[src/bpsc_pkg.sv]
`default_nettype none

package bpsc_pkg;

  localparam int unsigned DEPTH_LOG2_DEF = 12;

  localparam int unsigned REQ_W  = 2;
  localparam int unsigned POS_W  = 12;
  localparam int unsigned BYTE_W = 8;
  localparam int unsigned CFG_W  = 64;
  localparam int unsigned MASK_W = 16;
  localparam int unsigned SIZE_W = 4;
  localparam int unsigned IDX_W  = 3;
  localparam int unsigned PLANES = 8;
  localparam int unsigned PERM_W = 3;

  localparam logic [SIZE_W-1:0] SIZE_LOG2_RST = SIZE_W'(12);

  // Register indexes of the configuration port.
  localparam logic [IDX_W-1:0] REG_VALUE_SEED   = IDX_W'(0);
  localparam logic [IDX_W-1:0] REG_BIT_REF_SEED = IDX_W'(1);
  localparam logic [IDX_W-1:0] REG_INDEX_MASK   = IDX_W'(2);
  localparam logic [IDX_W-1:0] REG_MASKS_LO     = IDX_W'(3);
  localparam logic [IDX_W-1:0] REG_MASKS_HI     = IDX_W'(4);
  localparam logic [IDX_W-1:0] REG_SIZE_LOG2    = IDX_W'(5);

  typedef enum logic [REQ_W-1:0] {
    REQ_ENCRYPT   = 2'd0,
    REQ_DECRYPT   = 2'd1,
    REQ_RAW_WRITE = 2'd2,
    REQ_RAW_READ  = 2'd3
  } req_e;

  // Per-request control shared by all plane lanes.
  typedef struct packed {
    logic en;
    logic we;
    logic raw;
  } lane_ctl_t;

  // 64-bit xorshift step used for both the value mask and the bit permutation.
  function automatic logic [CFG_W-1:0] mix64(input logic [CFG_W-1:0] n);
    logic [CFG_W-1:0] t;
    t = n ^ (n << 13);
    t = t ^ (t >> 7);
    t = t ^ (t << 17);
    return t;
  endfunction

endpackage

`default_nettype wire

[src/bpsc_merge.sv]
`default_nettype none

module bpsc_merge (
  input  wire logic [bpsc_pkg::BYTE_W-1:0] planes_i,
  input  wire logic                        raw_i,
  input  wire logic [bpsc_pkg::PERM_W-1:0] perm_i,
  input  wire logic [bpsc_pkg::BYTE_W-1:0] vmask_i,
  output logic      [bpsc_pkg::BYTE_W-1:0] byte_o
);

  import bpsc_pkg::*;

  logic [BYTE_W-1:0] unperm;

  // Plane b carries bit (b ^ perm) of the masked byte, so bit k comes from plane k ^ perm.
  always_comb begin
    for (int k = 0; k < BYTE_W; k++) begin
      unperm[k] = planes_i[PERM_W'(k) ^ perm_i];
    end
  end

  assign byte_o = raw_i ? planes_i : (unperm ^ vmask_i);

endmodule

`default_nettype wire

[config.mk]
export PLATFORM = sky130hd
export DESIGN_NAME = bpsc_merge
export DESIGN_NICKNAME = d
export VERILOG_FILES = /design/src/bpsc_pkg.sv /design/src/bpsc_merge.sv
export SDC_FILE = /design/constraint.sdc
export NUM_CORES = 1
export LEC_CHECK = 0
export BUFFER_PORTS_ARGS = -buffer_cell sky130_fd_sc_hd__buf_2
export CAP_MARGIN = 20
export CORE_AREA = 2 2 39 41
export DETAILED_ROUTE_END_ITERATION = 10
export DIE_AREA = 0 0 41 43
export PLACE_DENSITY_LB_ADDON = 0.3
export SLEW_MARGIN = 20
export SYNTH_ARGS = -nofsm -noshare
export SYNTH_HDL_FRONTEND = slang
export SYNTH_SLANG_ARGS = --single-unit
[constraint.sdc]
create_clock -name vclk -period 1.5
set_input_delay 0.225 -clock vclk [all_inputs]
set_output_delay 0.225 -clock vclk [all_outputs]
set_load 0.05 [all_outputs]
==> summary.md, run 1 <==
| Metric | Value |
|---|---|
| Status | finished with violations |
| Failing checks | setup timing |
| Area after DPL | 711 µm² |
| Vias per Instance | 5.16 |
| Power density cells | 501 mW/mm² |
| Crit path arrival time | 1.51 ns |
| CP peak stage delay | 0.51 ns |
| Vias in the first global route | 423 |
| XOR/XNOR Fraction of Synth Area | 0.152 |
| CP startpoint kind | input port |
| WP data required | 1.27 ns |
| Post-route cell area | 843 µm² |
| NetSw | 225 µW |
| Fillers | 115 |
| IO Count | 28 |
| Syn avg cell area | 10.5 µm² |
| Die span in y | 43 µm |
| Clock Power Share | 0 |
| Die area | 0.00176 mm² |
| Port Buffer Count | 28 |
| Mean routed wirelength per cell | 11.2 µm |
| Core Region | 0.00138 mm² |
| Mux share of post-synthesis cell area | 0.629 |
| DRC viols | 0 |
| GR Util met1 | 0.174 |
| Hold_buf cts | 0 |
| Final worst slack | -0.239 ns |
| Area Overhead vs Synth | 82.7% |
| Initial antenna violation count | 0 |
| # rows | 14 |
| First DRT Iteration DRCs | 5 |
| Fin. Hold Viols | 0 |
| # nets final | 99 |
| Final cell count without fillers | 93 |
| Share of layout cells above drive strength 1 | 0.688 |
| Seq/Total Area, Yosys | 0 |
| Sequential cells | 0 |
| Die width | 41 µm |
| Internal power | 198 µW |
| Drt first pass iters | 2 |
| Worst VDD drop | 0.000212 V |
| Sequential power share | 0 |
| Routed WL | 1.04 mm |
| RePlAce Congestion | 0.743 |
| Largest family of logic cells by synthesized area | multiplexers |
| Lkg Pwr | 0.377 nW |
| Post-synthesis cell type count | 8 |
| Setup CP Type | input port to primary output |
| GRT met3 Usage | 0 |
| Busiest layer in global routing | met2 |
| Most frequent cells in the layout | buf_6 (16), buf_2 (10), buf_4 (9) |
| Synth Area in Simple Gates | 0.0650 |
| Met2 Use GR | 0.231 |
| Via count | 480 |
| Largest net degree at the start of global routing | 15 |
| Hpwl dp | 843 µm |
| Final setup viols | 8 |
| ANT cells | 0 |
| Combinational share of power | 1.000 |
| CP endpoint kind | primary output |
| Slew headroom | 0.759 |
| Multi-input logic area | 490 µm² |
| Period minus WS final | 1.74 ns |
| Fmax | 575 MHz |
| Hold crit path type | input port to primary output |
| Setup TNS | -1.62 ns |
| Register area | 0 µm² |
| Final Util | 0.609 |
| Number of clock buffers in the layout | 0 |
| Worst Max-Slew Pin Slew | 0.361 ns |
| Buffers and inverters on the worst path | 2 |
| ANT nets after route | 0 |
| Fin. max-slew vios | 0 |
| Complex-gate fraction of the synthesized area | 0.0867 |
| CP top delay family | multiplexers |
| # Max-Cap Violations | 0 |
| Post-Synthesis Cells | 44 |
| Syn_nets | 64 |
| CP Max Fanout | 7 |
| Sw Ratio | 0.532 |
| Most common cell after layout, fill and taps aside | buf_6 |
| Synth Warn # | 0 |
| RSZ-0062 raised after global routing | true |
| Initial core utilization | 0.334 |
| Critical-path cell list | buf_12 > mux4_2 > mux2i_1 > xor2_1 > o21ai_4 > buf_6 |
| First-pass GRT wire length | 1.67 mm |
| Synth Area in Adders | 0 |
| GRT Overall Usage | 0.128 |
| Period utilization | 1.16 |
| Slowest CP cell | mux4_2 |
| Placed cell count | 92 |
| Total congestion overflow | 0 |
| Cell area after synthesis | 462 µm² |
stage by stage:
step | hold slack (ns) | power (mW) | setup WS (ns)
2_1_floorplan | 0.553 | 0.281 | -0.189
3_3_place_gp | 0.931 | 0.361 | -0.448
3_5_place_dp | 0.934 | 0.364 | -0.447
4_1_cts | 0.823 | 0.418 | -0.228
5_1_grt | 0.842 | 0.447 | -0.303
6_report | 0.824 | 0.422 | -0.239
final timing paths:
check	end	depth (start not counted)	startpoint
max	byte_o[7]	6	perm_i[2]
min	byte_o[7]	4	planes_i[7]
kinds of logic (layout without fill, tap and decap cells):
group                     after synthesis  in the layout
and+or+nand+nor                         8              8
buffers and inverters                   4             37
muxes                                  16             16
xor gates and xnor gates                8              8
AOI/OAI and AO/OA                       8              8
area by class of cell:
type | count | area share
well taps | 16 | 0.0237
multi-input cells | 40 | 0.582
repair buffers | 37 | 0.395
routing by layer:
layer  share of wire  wire length, µm  vias to the layer above
met4               0                0                        0
met2            0.51              526                       18
met1            0.41              424                      228
met5               0                0                        -
li1                -                -                      234
met3           0.086               90                        0
worst min-delay path, stage by stage:
cell	delay, ns
buf_6	0.08
nand2_1	0.08
o21ai_4	0.06
buf_6	0.15
cells in the mapped netlist:
master | count | area [µm²]
buf_2 | 1 | 5.00
buf_1 | 1 | 3.75
nand2_1 | 8 | 30.0
xor2_1 | 8 | 70.1
o21ai_1 | 8 | 40.0
mux4_1 | 8 | 210
buf_6 | 2 | 22.5
mux2i_1 | 8 | 80.1
power groups by stage:
stage          Combinational [mW]  Clock [mW]  Sequential, mW
2_1_floorplan               0.281           0               0
3_3_place_gp                0.361           0               0
3_5_place_dp                0.364           0               0
4_1_cts                     0.418           0               0
5_1_grt                     0.447           0               0
6_report                    0.422           0               0
repair_timing:
item	in CTS	in global routing
pin swaps	12	8
setup endpoints to repair	8	8
buffers inserted	0	1
gates resized for setup	35	4
endpoints found under the hold margin	0	0
Power figures use the tool's default switching activity.
==> run 2: changes to the inputs <==
==> constraint.sdc (replaced) <==
create_clock -name vclk -period 1.7
set_input_delay 0.255 -clock vclk [all_inputs]
set_output_delay 0.255 -clock vclk [all_outputs]
set_load 0.05 [all_outputs]
==> run 2 against run 1 <==
Compared with the run above:
- the flow still finishes with violations (setup timing)
- critical path depth unchanged
- wire length rose by 2.9%
- worst setup slack improved by 0.14 ns
- final cell count decreased by 1.1%
- core utilization grew 0.90 points
- die area unchanged
- global-route usage up 0.51 points
- power shrank 9.9%
- sequential share of layout area unchanged
- critical path type unchanged
- critical endpoint is now byte_o[3]
- largest cell class unchanged
==> summary.md, run 2 (same netlist as run 1, synthesis figures left out) <==
| Metric | Value |
|---|---|
| Multi-input logic area | 510 µm² |
| Area Overhead vs Synth | 85.4% |
| Initial antenna violation count | 0 |
| Power density cells | 445 mW/mm² |
| Register area | 0 µm² |
| Final setup viols | 8 |
| First DRT Iteration DRCs | 5 |
| Setup CP Type | input port to primary output |
| # rows | 14 |
| Vias in the first global route | 433 |
| Fmax | 557 MHz |
| Port Buffer Count | 28 |
| CP Max Fanout | 4 |
| Worst VDD drop | 0.000196 V |
| Die width | 41 µm |
| Final cell count without fillers | 92 |
| Hpwl dp | 859 µm |
| Routed WL | 1.07 mm |
| Post-route cell area | 856 µm² |
| Sequential cells | 0 |
| # nets final | 98 |
| Hold Slack | 0.884 ns |
| RePlAce Congestion | 0.768 |
| Vias per Instance | 5.18 |
| Failing checks | setup timing |
| Most common cell after layout, fill and taps aside | buf_6 |
| Via count | 477 |
| Period minus WS final | 1.80 ns |
| Drt first pass iters | 4 |
| Area after DPL | 711 µm² |
| Lkg Pwr | 0.373 nW |
| Placed cell count | 92 |
| Hold crit path type | input port to primary output |
| Status | finished with violations |
| IO Count | 28 |
| Crit path arrival time | 1.54 ns |
| Share of layout cells above drive strength 1 | 0.711 |
| Slew headroom | 0.700 |
| Number of clock buffers in the layout | 0 |
| Final Util | 0.618 |
| Fillers | 115 |
| CP startpoint kind | input port |
| Most frequent cells in the layout | buf_6 (16), buf_2 (10) |
| ANT nets after route | 0 |
| Fin. Hold Viols | 0 |
| # Max-Cap Violations | 0 |
| RSZ-0062 raised after global routing | true |
| GRT Overall Usage | 0.133 |
| Fin. max-slew vios | 0 |
| CP endpoint kind | primary output |
| # Post-CTS Setup Buffers | 0 |
| Final worst slack | -0.0960 ns |
| ANT cells | 0 |
| Die area | 0.00176 mm² |
| Mean routed wirelength per cell | 11.6 µm |
| WP data required | 1.44 ns |
| Initial core utilization | 0.334 |
| DRC viols | 0 |
| Worst Max-Slew Pin Slew | 0.450 ns |
| Power, Total | 381 µW |
| Total congestion overflow | 0 |
| Period utilization | 1.06 |
| Core Region | 0.00138 mm² |
| Die span in y | 43 µm |
| Largest net degree at the start of global routing | 16 |
| First-pass GRT wire length | 1.75 mm |
-- run 2: where the power goes --
group / internal (mW) / switching [mW] / total, mW
sequential: 0 / 0 / 0
combinational: 0.177 / 0.204 / 0.381
clock: 0 / 0 / 0
total: 0.177 / 0.204 / 0.381
-- run 2: path summary, 6_finish.rpt --
kind	start	end	slack [ns]	cells past startpoint
worst max-delay path	perm_i[1]	byte_o[3]	-0.1	6
worst min-delay path	planes_i[1]	byte_o[1]	0.88	4
-- run 2: worst max-delay path, cell delays in order --
cell	delay [ns]
buf_8	0.08
mux4_2	0.54
mux2i_1	0.19
xor2_1	0.25
o21ai_4	0.07
buf_6	0.16
-- run 2: final cells by class --
class / count / share of cell area
well taps: 16 / 0.0234
multi-input cells: 40 / 0.596
repair buffers: 36 / 0.380
-- run 2: stage by stage --
step	setup TNS (ns)	setup WS, ns
after CTS	-0.630	-0.0907
final	-0.557	-0.0960
after global placement	-2.07	-0.310
after floorplan	-0.271	-0.0487
after global routing	-1.09	-0.160
after detailed placement	-2.19	-0.309
-- run 2: metal layers --
metal  up-vias  global-route usage  wire, µm
met5         -                   0         0
met4         0              0.0333         0
met3         0              0.0105        73
met2        16               0.222       578
met1       229               0.178       419
li1        232                   -         -
-- run 2: repair_timing --
action	CTS	global route
setup endpoints to repair	8	8
resized for setup	40	2
hold buffers	0	0
pin swaps	12	4
